### src/sv/stf_pkg.sv
// stf_pkg: shared types, line codes and crc helper for the slip transmit framer
// no dependencies; used by stf_front, stf_queue, stf_back and slip_tx_framer_crc8
`default_nettype none

package stf_pkg;

  localparam logic [7:0] FRAME_END     = 8'hC0;
  localparam logic [7:0] FRAME_ESC     = 8'hDB;
  localparam logic [7:0] FRAME_ESC_END = 8'hDC;
  localparam logic [7:0] FRAME_ESC_ESC = 8'hDD;
  localparam logic [7:0] CRC_POLY      = 8'h8C;

  // one classified item as handed from the front to the back
  typedef struct packed {
    logic       has_data;
    logic [7:0] data;
    logic       has_crc;
    logic [7:0] crc;
    logic       last;
  } cmd_t;

  typedef enum logic [2:0] {
    PH_DATA,
    PH_DATA_ESC,
    PH_CRC,
    PH_CRC_ESC,
    PH_END
  } phase_e;

  // reflected crc-8, one byte, eight shift steps
  function automatic logic [7:0] crc8_update(input logic [7:0] acc, input logic [7:0] b);
    logic [7:0] v;
    v = acc ^ b;
    for (int k = 0; k < 8; k++) begin
      if (v[0]) begin
        v = (v >> 1) ^ CRC_POLY;
      end else begin
        v = v >> 1;
      end
    end
    return v;
  endfunction

  function automatic logic needs_esc(input logic [7:0] b);
    return (b == FRAME_END) || (b == FRAME_ESC);
  endfunction

  // second byte of an escape pair
  function automatic logic [7:0] esc_code(input logic [7:0] b);
    return (b == FRAME_END) ? FRAME_ESC_END : FRAME_ESC_ESC;
  endfunction

  // first byte sent for a payload or crc byte
  function automatic logic [7:0] esc_lead(input logic [7:0] b);
    return needs_esc(b) ? FRAME_ESC : b;
  endfunction

endpackage

`default_nettype wire

### src/sv/slip_tx_framer_crc8.sv
// slip_tx_framer_crc8: top level of the slip transmit framer with optional crc-8 trailer
// depends on stf_pkg, stf_front, stf_queue and stf_back
`default_nettype none

// Payload bytes enter through a queue-style push port and leave as SLIP line bytes
// through a queue-style pop port. The front takes one item per cycle while the
// command queue (QUEUE_DEPTH entries) has room, updates the crc-8 and drops items that
// carry neither a byte nor a frame end. The back sends one line byte per cycle while
// pop keeps up: a plain payload byte gives one line byte, an escaped one two, and a
// closing item adds one or two bytes for the crc byte (when enabled) and one for the
// end marker, so an item gives one to five bytes. run_last marks the last byte of each
// item. crc_enable is sampled at accept time; write it only while the block is idle.
module slip_tx_framer_crc8 #(
  parameter int QUEUE_DEPTH = 4
) (
  input  wire logic       clk_i,
  input  wire logic       rst_ni,
  input  wire logic       push,
  output logic            full,
  input  wire logic [7:0] data_byte_i,
  input  wire logic       has_byte_i,
  input  wire logic       frame_last_i,
  output logic            empty,
  input  wire logic       pop,
  output logic [7:0]      line_byte_o,
  output logic            run_last_o,
  input  wire logic       cfg_valid_i,
  output logic            cfg_ready_o,
  input  wire logic       cfg_data_i
);

  logic          q_push, q_pop, q_full, q_empty;
  stf_pkg::cmd_t q_in, q_out;

  stf_front u_front (
    .clk_i        (clk_i),
    .rst_ni       (rst_ni),
    .push         (push),
    .full         (full),
    .data_byte_i  (data_byte_i),
    .has_byte_i   (has_byte_i),
    .frame_last_i (frame_last_i),
    .cfg_valid_i  (cfg_valid_i),
    .cfg_ready_o  (cfg_ready_o),
    .cfg_data_i   (cfg_data_i),
    .q_full_i     (q_full),
    .q_push_o     (q_push),
    .q_cmd_o      (q_in)
  );

  stf_queue #(
    .DEPTH (QUEUE_DEPTH)
  ) u_queue (
    .clk_i       (clk_i),
    .rst_ni      (rst_ni),
    .push_i      (q_push),
    .push_data_i (q_in),
    .full_o      (q_full),
    .pop_i       (q_pop),
    .pop_data_o  (q_out),
    .empty_o     (q_empty)
  );

  stf_back u_back (
    .clk_i       (clk_i),
    .rst_ni      (rst_ni),
    .q_empty_i   (q_empty),
    .q_cmd_i     (q_out),
    .q_pop_o     (q_pop),
    .pop         (pop),
    .empty       (empty),
    .line_byte_o (line_byte_o),
    .run_last_o  (run_last_o)
  );

  // an escape lead byte is always followed by its code byte
  a_esc_not_last: assert property (@(posedge clk_i) disable iff (!rst_ni)
    (!empty && line_byte_o == stf_pkg::FRAME_ESC) |-> !run_last_o)
    else $error("escape byte marked as last of its item");

  // a raw end marker only ever closes an item
  a_end_is_last: assert property (@(posedge clk_i) disable iff (!rst_ni)
    (!empty && line_byte_o == stf_pkg::FRAME_END) |-> run_last_o)
    else $error("end marker not marked as last of its item");

  // the back only retires a command that is present
  a_pop_nonempty: assert property (@(posedge clk_i) disable iff (!rst_ni)
    q_pop |-> !q_empty)
    else $error("command queue popped while empty");

endmodule

`default_nettype wire

### src/sv/stf_front.sv
// stf_front: accepts input items, runs the crc and classifies each item into a command
// depends on stf_pkg
`default_nettype none

module stf_front (
  input  wire logic          clk_i,
  input  wire logic          rst_ni,
  input  wire logic          push,
  output logic               full,
  input  wire logic [7:0]    data_byte_i,
  input  wire logic          has_byte_i,
  input  wire logic          frame_last_i,
  input  wire logic          cfg_valid_i,
  output logic               cfg_ready_o,
  input  wire logic          cfg_data_i,
  input  wire logic          q_full_i,
  output logic               q_push_o,
  output stf_pkg::cmd_t      q_cmd_o
);

  logic       crc_en_q, crc_en_d;
  logic [7:0] crc_q, crc_d;
  logic [7:0] crc_next;
  logic       accept;
  logic       upd;

  assign full        = q_full_i;
  assign cfg_ready_o = 1'b1;
  assign accept      = push && !q_full_i;
  assign upd         = has_byte_i && crc_en_q;
  assign crc_next    = stf_pkg::crc8_update(crc_q, data_byte_i);

  always_comb begin
    crc_en_d = crc_en_q;
    if (cfg_valid_i && cfg_ready_o) begin
      crc_en_d = cfg_data_i;
    end
  end

  always_comb begin
    crc_d = crc_q;
    if (accept) begin
      if (frame_last_i) begin
        crc_d = 8'h00;
      end else if (upd) begin
        crc_d = crc_next;
      end
    end
  end

  // idle items give no line bytes and are dropped here
  assign q_push_o = accept && (has_byte_i || frame_last_i);

  always_comb begin
    q_cmd_o.has_data = has_byte_i;
    q_cmd_o.data     = data_byte_i;
    q_cmd_o.has_crc  = frame_last_i && crc_en_q;
    q_cmd_o.crc      = upd ? crc_next : crc_q;
    q_cmd_o.last     = frame_last_i;
  end

  always_ff @(posedge clk_i or negedge rst_ni) begin
    if (!rst_ni) begin
      crc_en_q <= 1'b0;
      crc_q    <= 8'h00;
    end else begin
      crc_en_q <= crc_en_d;
      crc_q    <= crc_d;
    end
  end

endmodule

`default_nettype wire

### src/sv/stf_queue.sv
// stf_queue: short command queue between the front and the back
// depends on stf_pkg
`default_nettype none

module stf_queue #(
  parameter int DEPTH = 4
) (
  input  wire logic          clk_i,
  input  wire logic          rst_ni,
  input  wire logic          push_i,
  input  wire stf_pkg::cmd_t push_data_i,
  output logic               full_o,
  input  wire logic          pop_i,
  output stf_pkg::cmd_t      pop_data_o,
  output logic               empty_o
);

  localparam int PTR_W = (DEPTH > 1) ? $clog2(DEPTH) : 1;
  localparam int CNT_W = $clog2(DEPTH + 1);

  stf_pkg::cmd_t    mem_q [DEPTH];
  logic [PTR_W-1:0] wr_ptr_q, wr_ptr_d;
  logic [PTR_W-1:0] rd_ptr_q, rd_ptr_d;
  logic [CNT_W-1:0] count_q, count_d;
  logic             do_push, do_pop;

  assign full_o     = (count_q == CNT_W'(DEPTH));
  assign empty_o    = (count_q == '0);
  assign do_push    = push_i && !full_o;
  assign do_pop     = pop_i && !empty_o;
  assign pop_data_o = mem_q[rd_ptr_q];

  always_comb begin
    wr_ptr_d = wr_ptr_q;
    rd_ptr_d = rd_ptr_q;
    count_d  = count_q;
    if (do_push) begin
      wr_ptr_d = (wr_ptr_q == PTR_W'(DEPTH - 1)) ? '0 : wr_ptr_q + 1'b1;
    end
    if (do_pop) begin
      rd_ptr_d = (rd_ptr_q == PTR_W'(DEPTH - 1)) ? '0 : rd_ptr_q + 1'b1;
    end
    if (do_push && !do_pop) begin
      count_d = count_q + 1'b1;
    end else if (do_pop && !do_push) begin
      count_d = count_q - 1'b1;
    end
  end

  always_ff @(posedge clk_i or negedge rst_ni) begin
    if (!rst_ni) begin
      wr_ptr_q <= '0;
      rd_ptr_q <= '0;
      count_q  <= '0;
    end else begin
      wr_ptr_q <= wr_ptr_d;
      rd_ptr_q <= rd_ptr_d;
      count_q  <= count_d;
    end
  end

  always_ff @(posedge clk_i) begin
    if (do_push) begin
      mem_q[wr_ptr_q] <= push_data_i;
    end
  end

endmodule

`default_nettype wire

### src/sv/stf_back.sv
// stf_back: expands each queued command into slip line bytes, one per cycle while pop keeps up
// depends on stf_pkg; holds the output register that drives the result side
`default_nettype none

module stf_back (
  input  wire logic          clk_i,
  input  wire logic          rst_ni,
  input  wire logic          q_empty_i,
  input  wire stf_pkg::cmd_t q_cmd_i,
  output logic               q_pop_o,
  input  wire logic          pop,
  output logic               empty,
  output logic [7:0]         line_byte_o,
  output logic               run_last_o
);

  stf_pkg::phase_e phase_q, phase_d, first_ph, cur_ph, next_ph;
  logic            busy_q, busy_d;
  logic            fin;
  logic            out_valid_q, out_valid_d;
  logic [7:0]      byte_q, byte_c;
  logic            last_q;
  logic            can_load, fire;

  assign can_load = !out_valid_q || pop;
  assign fire     = !q_empty_i && can_load;

  always_comb begin
    if (q_cmd_i.has_data) begin
      first_ph = stf_pkg::PH_DATA;
    end else if (q_cmd_i.has_crc) begin
      first_ph = stf_pkg::PH_CRC;
    end else begin
      first_ph = stf_pkg::PH_END;
    end
  end

  assign cur_ph = busy_q ? phase_q : first_ph;

  // next phase, and whether this byte closes the command
  always_comb begin
    next_ph = stf_pkg::PH_END;
    fin     = 1'b0;
    unique case (cur_ph)
      stf_pkg::PH_DATA: begin
        if (stf_pkg::needs_esc(q_cmd_i.data)) begin
          next_ph = stf_pkg::PH_DATA_ESC;
        end else if (q_cmd_i.has_crc) begin
          next_ph = stf_pkg::PH_CRC;
        end else if (q_cmd_i.last) begin
          next_ph = stf_pkg::PH_END;
        end else begin
          fin = 1'b1;
        end
      end
      stf_pkg::PH_DATA_ESC: begin
        if (q_cmd_i.has_crc) begin
          next_ph = stf_pkg::PH_CRC;
        end else if (q_cmd_i.last) begin
          next_ph = stf_pkg::PH_END;
        end else begin
          fin = 1'b1;
        end
      end
      stf_pkg::PH_CRC: begin
        next_ph = stf_pkg::needs_esc(q_cmd_i.crc) ? stf_pkg::PH_CRC_ESC : stf_pkg::PH_END;
      end
      stf_pkg::PH_CRC_ESC: begin
        next_ph = stf_pkg::PH_END;
      end
      stf_pkg::PH_END: begin
        fin = 1'b1;
      end
      default: begin
        fin = 1'b1;
      end
    endcase
  end

  // byte for the current phase
  always_comb begin
    unique case (cur_ph)
      stf_pkg::PH_DATA:     byte_c = stf_pkg::esc_lead(q_cmd_i.data);
      stf_pkg::PH_DATA_ESC: byte_c = stf_pkg::esc_code(q_cmd_i.data);
      stf_pkg::PH_CRC:      byte_c = stf_pkg::esc_lead(q_cmd_i.crc);
      stf_pkg::PH_CRC_ESC:  byte_c = stf_pkg::esc_code(q_cmd_i.crc);
      stf_pkg::PH_END:      byte_c = stf_pkg::FRAME_END;
      default:              byte_c = stf_pkg::FRAME_END;
    endcase
  end

  assign q_pop_o     = fire && fin;
  assign busy_d      = fire ? !fin : busy_q;
  assign phase_d     = fire ? next_ph : phase_q;
  assign out_valid_d = fire || (out_valid_q && !pop);

  assign empty       = !out_valid_q;
  assign line_byte_o = byte_q;
  assign run_last_o  = last_q;

  always_ff @(posedge clk_i or negedge rst_ni) begin
    if (!rst_ni) begin
      busy_q      <= 1'b0;
      phase_q     <= stf_pkg::PH_DATA;
      out_valid_q <= 1'b0;
    end else begin
      busy_q      <= busy_d;
      phase_q     <= phase_d;
      out_valid_q <= out_valid_d;
    end
  end

  always_ff @(posedge clk_i) begin
    if (fire) begin
      byte_q <= byte_c;
      last_q <= fin;
    end
  end

endmodule

`default_nettype wire

### config.mk
export PLATFORM = sky130hd
export DESIGN_NAME = slip_tx_framer_crc8
export DESIGN_NICKNAME = d
export VERILOG_FILES = /design/src/sv/stf_pkg.sv /design/src/sv/slip_tx_framer_crc8.sv /design/src/sv/stf_front.sv /design/src/sv/stf_queue.sv /design/src/sv/stf_back.sv
export SDC_FILE = /design/constraint.sdc
export NUM_CORES = 1
export LEC_CHECK = 0
export BUFFER_PORTS_ARGS = -buffer_cell sky130_fd_sc_hd__buf_2
export CORE_ASPECT_RATIO = 0.9
export CORE_MARGIN = 4
export CORE_UTILIZATION = 56
export CTS_CLUSTER_SIZE = 28
export DETAILED_ROUTE_END_ITERATION = 16
export GPL_TIMING_DRIVEN = 1
export PLACE_DENSITY = 0.77
export SYNTH_ARGS = -nofsm -noshare
export SYNTH_HDL_FRONTEND = slang
export SYNTH_SLANG_ARGS = --single-unit
### constraint.sdc
create_clock -name clk_i -period 4.6 [get_ports clk_i]
set_clock_uncertainty 0.2 [all_clocks]
set_input_delay 1.15 -clock clk_i [delete_from_list [all_inputs] [get_ports clk_i]]
set_output_delay 1.15 -clock clk_i [all_outputs]
set_load 0.03 [all_outputs]
==> results of run 1 <==
[sequential cells by signal (all words and copies together) (netlist names), 2 cells and up]
| signal | count |
|---|---|
| u_queue.mem_q | 76 |
| u_back.line_byte_o | 8 |
| u_front.crc_q | 8 |
| u_back.phase_q | 3 |
| u_queue.count_q | 3 |
| u_queue.rd_ptr_q | 2 |
| u_queue.wr_ptr_q | 2 |
[per-stage QoR]
stage	setup WS [ps]	hold WS, ps
finish	687	301
global route	423	319
CTS	674	304
global placement	792	280
floorplan	1250	256
detailed placement	728	287
[layout make-up]
cell class	instances	area, um^2	area share, %
Multi-Input combinational cell	163	1470	28.9
Sequential cell	106	3080	60.8
Timing Repair Buffer	30	160	3.16
Clock buffer	9	124	2.45
Tap cell	99	124	2.45
Inverter	8	30.0	0.593
Clock inverter	7	83.8	1.66
[cells in the mapped netlist, types with 2 or more instances]
master    count  area, um^2
edfxtp_1     85        2550
dfrtp_1      21         526
nand2_1      20        75.1
xnor2_1      16         140
mux4_2       13         293
o21ai_0      13        65.1
nor2_1       11        41.3
xor2_1        9        78.8
a22o_1        8        70.1
inv_1         8        30.0
and2_1        7        43.8
clkbuf_1      6        22.5
ha_1          6        75.1
mux4_1        6         158
nand3_1       6        30.0
nor3_1        5        25.0
a21oi_1       4        20.0
a22oi_1       3        22.5
mux2_2        3        33.8
a221o_1       2        20.0
buf_4         2        15.0
mux2_1        2        22.5
nand2b_1      2        12.5
nor4_1        2        12.5
or2_1         2        12.5
[cells by family (layout without fill, tap and decap cells)]
kind of cell | Yosys count | count (layout) | share of synthesized area [%]
flip-flops | 106 | 106 | 66.5
AND/OR/NAND/NOR | 64 | 64 | 7.08
AO/OA/AOI/OAI | 41 | 41 | 6.27
XOR/XNOR | 26 | 26 | 5.21
multiplexers | 24 | 24 | 10.9
buffers and inverters | 19 | 54 | 1.89
adder cells (fa/ha/maj) | 7 | 7 | 2.05
other | 1 | 1 | 0.0810
[power by group]
part | switching (mW) | internal, mW | leakage [nW]
Combinational | 0.724 | 0.579 | 0.692
Clock | 0.328 | 0.261 | 0.0959
Sequential | 0.169 | 1.37 | 1.05
Total | 1.22 | 2.21 | 1.84
[placed cells by master, fill, tap and decap left out, types with 2 or more instances in the layout]
cell type / count
edfxtp_1: 85
buf_2: 26
dfrtp_1: 21
nand2_1: 20
xnor2_1: 16
mux4_2: 13
o21ai_0: 13
nor2_1: 11
xor2_1: 9
clkbuf_8: 9
a22o_1: 8
inv_1: 8
and2_1: 7
mux4_1: 6
nand3_1: 6
ha_1: 6
nor3_1: 5
a21oi_1: 4
buf_4: 4
mux2_2: 3
a22oi_1: 3
clkinvlp_4: 3
nand2b_1: 2
a221o_1: 2
nor4_1: 2
or2_1: 2
mux2_1: 2
inv_8: 2
[worst max-delay path by stage]
stage	start	cells after the start	slack [ps]	to
2_1_floorplan	u_queue.rd_ptr_q[0]	12	1250	u_queue.count_q[2]
3_3_place_gp	u_queue.rd_ptr_q[0]	11	790	u_queue.count_q[2]
3_5_place_dp	u_queue.rd_ptr_q[0]	11	730	u_queue.count_q[2]
4_1_cts	u_queue.rd_ptr_q[0]	11	670	u_queue.count_q[2]
5_1_grt	u_queue.rd_ptr_q[0]	11	420	u_queue.count_q[2]
6_report	u_queue.rd_ptr_q[0]	11	690	u_queue.count_q[2]
[layer usage]
layer | global-route usage, % | vias up
li1 | - | 1170
met1 | 25.3 | 1267
met2 | 30.7 | 72
met3 | 5.36 | 10
met4 | 4.98 | 0
met5 | 0 | -
==> results.md, run 1 <==
- Top_reg_cell synth: edfxtp_1
- Final cell count without fillers: 422
- Hold Crit Class: reg2reg
- Outcome: finished, final reports clean
- Vias in the first global route: 2509
- Clock period minus worst slack: just under 4000 ps
- Worst Reg-to-Reg Cells: 11
- Critical Path RT: 4690 ps
- Layout cell share with drive strength beyond 1: 20.1%
- Fillers: 588
- Net Count, Synth: roughly 310
- Power per cell area: 677 mW/mm^2
- Avg Vias per Cell: 5.97
- HP Start: u_queue.count_q[2]
- Row count: 31
- Root Buffer: clkbuf_8
- Delay of the slowest critical-path stage: 770 ps
- CTS tree: built
- Met1 WL: 3750 um
- Critical path, cell by cell: mux4_1, or4_4, a211oi_2, nor4_1, o21ai_2, ha_1, inv_1, fa_1, xor2_1, nor2_1, xor2_1
- Pleak: 1.84 nW
- Post-Synthesis Cells: roughly 290
- DRT antenna net count: 0
- Max Cap Viol: 0
- Synthesis warning total: 0
- Die ar.: a little under 0.01 mm^2
- Worst r2r dst: u_queue.count_q[2]
- CP Buf/Inv Count: 1
- Nets: 341
- Finish-stage setup viols: 0
- Synth Area per Inst: 16.1 um^2
- First drt pass iteration count: 4
- DRT iter0 DRCs: 187
- Critical path's most frequent cell: xor2_1
- Startpoint Class: flip-flop
- Final WL: 8340 um
- Drt drc: 0
- Post-DP HPWL: about 6000 um
- Setup CP Type: reg2reg
- Slowest cell on crit path: dfrtp_1
- Worst Hold Path EP: u_queue.count_q[2]
- Max-slew violations: 0
- Worst EP arrival: around 4000 ps
- WHS Path Cells: 1
- Max Clock Freq: about 260 MHz
- Chip width: 104 um
- Wire per inst: 19.8 um
- Highest metal used: met4
- First-pass GRT wire length: 13700 um
- Seq/Total Area, Yosys: between 60% and 70%
- Die H: 94.3 um
- Slew HR: a little over a quarter
- Synthesized area: about 0.0046 mm^2
- Area of the core: 0.00807 mm^2
- Clock buffer count from CTS: 9
- Tot Pwr: 3.43 mW
- CP max FO: 12
- Clock Sink Count: 106
- Worst skew pair latency: between 300 and 400 ps
- Ant diodes: 0
- Crit-path leading delay family: simple AND/OR/NAND/NOR gates
- R2R setup slack: 690 ps
- Final count of hold timing violations: 0
- H-tree Lvls: 3
- Initial antenna violation count: 0
- CTS hold repair buffers: 0
- DP Area: 0.00486 mm^2
- Post-cts sizing count: 0
- Post-route setup TNS: 0 ps
- DP Cell Count: 406
- Global route overflow: 0
- Peak supply drop: 0.443 mV
- Clock slew at reported path FFs: roughly 100 ps
- IO Count: 28
- Synthesized flop and latch total: 106
- Area growth from synthesis to final layout: 9.38%
- Gpl congestion: 0.787
- Final instance area: 0.00506 mm^2
- Largest net degree at the start of global routing: 22
- Tcrit/Tclk final: 85.1%
- Unrepaired setup endpoints after global routing: no
- DR WL met2: approximately 4100 um
- Synth cell types: 51
- CP Capture Type: flip-flop
- Postcts setup bufs: 0
- Met3 WL: 405 um
- # port buffers: 26
- Post-synthesis async set-or-reset flop share: 19.8%
- DR vias: 2519
- Slew @ Worst Pin: 1100 ps
- Total GRT Usage: about a fifth
- EDFF count, synth: 85
- Post-route core utilization: 62.8%
- Clock Tree Buf Depth: 2
- Initial Util: between 50% and 60%
- Reg2Reg Launch Point: u_queue.rd_ptr_q[0]
(Power assumes the default switching activity.)
==> inputs of run 2 (changes only) <==
clock period = 4.55 ns   (was 4.6 ns; I/O delays follow)
==> results.md, run 2 (synthesis gave the netlist of run 1 again) <==
- Clock Sink Count: 106 (unchanged)
- Area growth from synthesis to final layout: 9.02%
- Highest-count cells in the layout ignoring fill and taps: edfxtp_1 (85), buf_2 (26), dfrtp_1 (21)
- Slew @ Worst Pin: 1120 ps (+24.0 ps)
- Critical path's most frequent cell: xor2_1
- Slowest cell on crit path: dfrtp_1
- Startpoint Class: flip-flop
- Worst EP arrival: 3980 ps (-30 ps)
- Highest metal used: met4
- Met1 WL: 3710 um (-1.1%)
- Finish-stage setup viols: 0 (unchanged)
- Gpl congestion: 0.862 (+9.5%)
- Int Power: 2.17 mW (-1.5%)
- Clock slew at reported path FFs: 90 ps (about the same)
- Hold Crit Class: reg2reg
- Commonest non-fill, non-tap cell in the layout: edfxtp_1
- Crit-path leading delay family: flip-flops
- Largest net degree at the start of global routing: 22 (unchanged)
- Root Buffer: clkbuf_8
- Logic pwr share: 39.5% (+1.5 points)
- IO Count: 28 (unchanged)
- Drt drc: 0 (unchanged)
- Most flop-heavy register: u_queue.mem_q
- Peak supply drop: 0.326 mV (-26%)
- Wire per inst: 19.5 um (-1.5%)
- Max Clock Freq: 257 MHz (+0.65%)
- Sw frac: 35.9% (+0.32 points)
- Avg Vias per Cell: 5.87 (-1.7%)
- CP Buf/Inv Count: 1 (unchanged)
- DR vias: 2488 (-1.2%)
- Final count of hold timing violations: 0 (unchanged)
- Clock period minus worst slack: 3890 ps (-25.1 ps)
- CTS tree: built
- Total GRT Usage: 18.5% (-0.32 points)
- Power per cell area: 672 mW/mm^2 (-0.65%)
- Max-slew violations: 0 (unchanged)
- Outcome: finished, final reports clean
- Area of the core: 0.00807 mm^2 (unchanged)
- Vias in the first global route: 2464 (-1.8%)
- Pleak: 1.84 nW (about the same)
- Global route overflow: 0 (unchanged)
- Final WL: 8250 um (-1.0%)
- Sw Pwr: 1.22 mW (about the same)
- Post-route setup TNS: 0 ps (unchanged)
- Clock Tree Buf Depth: 2 (unchanged)
- Setup CP Type: reg2reg
- CP Capture Type: flip-flop
- Critical path, cell by cell: mux4_1, or4_4, a211oi_2, nor4_1, o21ai_2, ha_1, inv_1, fa_1, xor2_1, nor2_1, xor2_1
- Initial antenna violation count: 0 (unchanged)
- Initial Util: 57.4% (unchanged)
- CTS hold repair buffers: 0 (unchanged)
- Post-cts sizing count: 0 (unchanged)
- Tcrit/Tclk final: 85.4% (+0.38 points)
- Final instance area: 0.00505 mm^2 (-0.32%)
- Max FFs per register: 76 (unchanged)
- Slew HR: 24.8% (-1.6 points)
- Worst skew pair latency: 360 ps (about the same)
- DR WL met2: 4040 um (-0.96%)
- Post-DP HPWL: 5910 um (+1.0%)
- First-pass GRT wire length: 13400 um (-2.3%)
- Row count: 31 (unchanged)
- Nets: 343 (+0.59%)
- Die H: 94.3 um (unchanged)
- Critical Path RT: 4640 ps (-50 ps)
- Max Cap Viol: 0 (unchanged)
- Met3 WL: 418 um (+3.2%)
- Ant diodes: 0 (unchanged)
- DRT antenna net count: 0 (unchanged)
- Clock buffer count from CTS: 9 (unchanged)
- Layout cell share with drive strength beyond 1: 20.3% (+0.18 points)
- First drt pass iteration count: 4 (unchanged)
- Clock power frac: 15.2% (-2.0 points)
- Chip width: 104 um (unchanged)
- Die ar.: 0.00979 mm^2 (unchanged)
- Unrepaired setup endpoints after global routing: no
- Delay of the slowest critical-path stage: 770 ps (about the same)
- Share of power burned in registers: 45.3% (+0.5 points)
- H-tree Lvls: 3 (unchanged)
- Postcts setup bufs: 0 (unchanged)
- DRT iter0 DRCs: 170 (-9.1%)
- DP Area: 0.00487 mm^2 (+0.31%)
- CP max FO: 12 (unchanged)
- # port buffers: 26 (unchanged)
==> run 2: layout make-up <==
class                           count  area (um^2)
Sequential cell                   106         3080
Fill cell                         595         3020
Multi-Input combinational cell    163         1470
Timing Repair Buffer               32          175
Clock buffer                        9          124
Tap cell                           99          124
Clock inverter                      7         52.6
Inverter                            8         30.0
==> run 2: final timing paths <==
kind / startpoint / end / slack, ps / depth (start not counted)
max in group asynchronous: rst_ni / u_front.crc_q[6] / 3210 / 1
max: u_queue.rd_ptr_q[0] / u_queue.count_q[2] / 660 / 11
min reg2reg: u_queue.count_q[2] / u_queue.count_q[2] / 290 / 1
max reg2reg: u_queue.rd_ptr_q[0] / u_queue.count_q[2] / 660 / 11
min in group asynchronous: rst_ni / u_queue.rd_ptr_q[1] / 560 / 1
min: u_queue.count_q[2] / u_queue.count_q[2] / 290 / 1
==> run 2: per-layer routing <==
metal | GRT usage [%] | vias up
met4 | 5.09 | 0
met2 | 29.8 | 66
met3 | 5.29 | 5
met1 | 25.1 | 1247
met5 | 0 | -
li1 | - | 1170
==> run 2: metrics by stage <==
step | hold WS, ps | power, mW | setup WS [ps] | cells | util (%)
2_1_floorplan | 256 | 2.58 | 1200 | 288 | -
3_3_place_gp | 275 | 2.86 | 728 | 408 | 60.4
3_5_place_dp | 283 | 2.91 | 667 | 408 | 60.4
4_1_cts | 295 | 3.42 | 651 | 424 | 62.6
5_1_grt | 340 | 3.62 | 387 | 424 | 62.6
6_report | 294 | 3.39 | 662 | 424 | 62.6
==> run 2: power by group through the flow <==
stage | clock network [mW] | logic, mW | registers, mW
2_1_floorplan | 0 | 1.01 | 1.57
3_3_place_gp | 0 | 1.31 | 1.55
4_1_cts | 0.531 | 1.35 | 1.54
3_5_place_dp | 0 | 1.35 | 1.56
6_report | 0.516 | 1.34 | 1.54
5_1_grt | 0.582 | 1.46 | 1.57
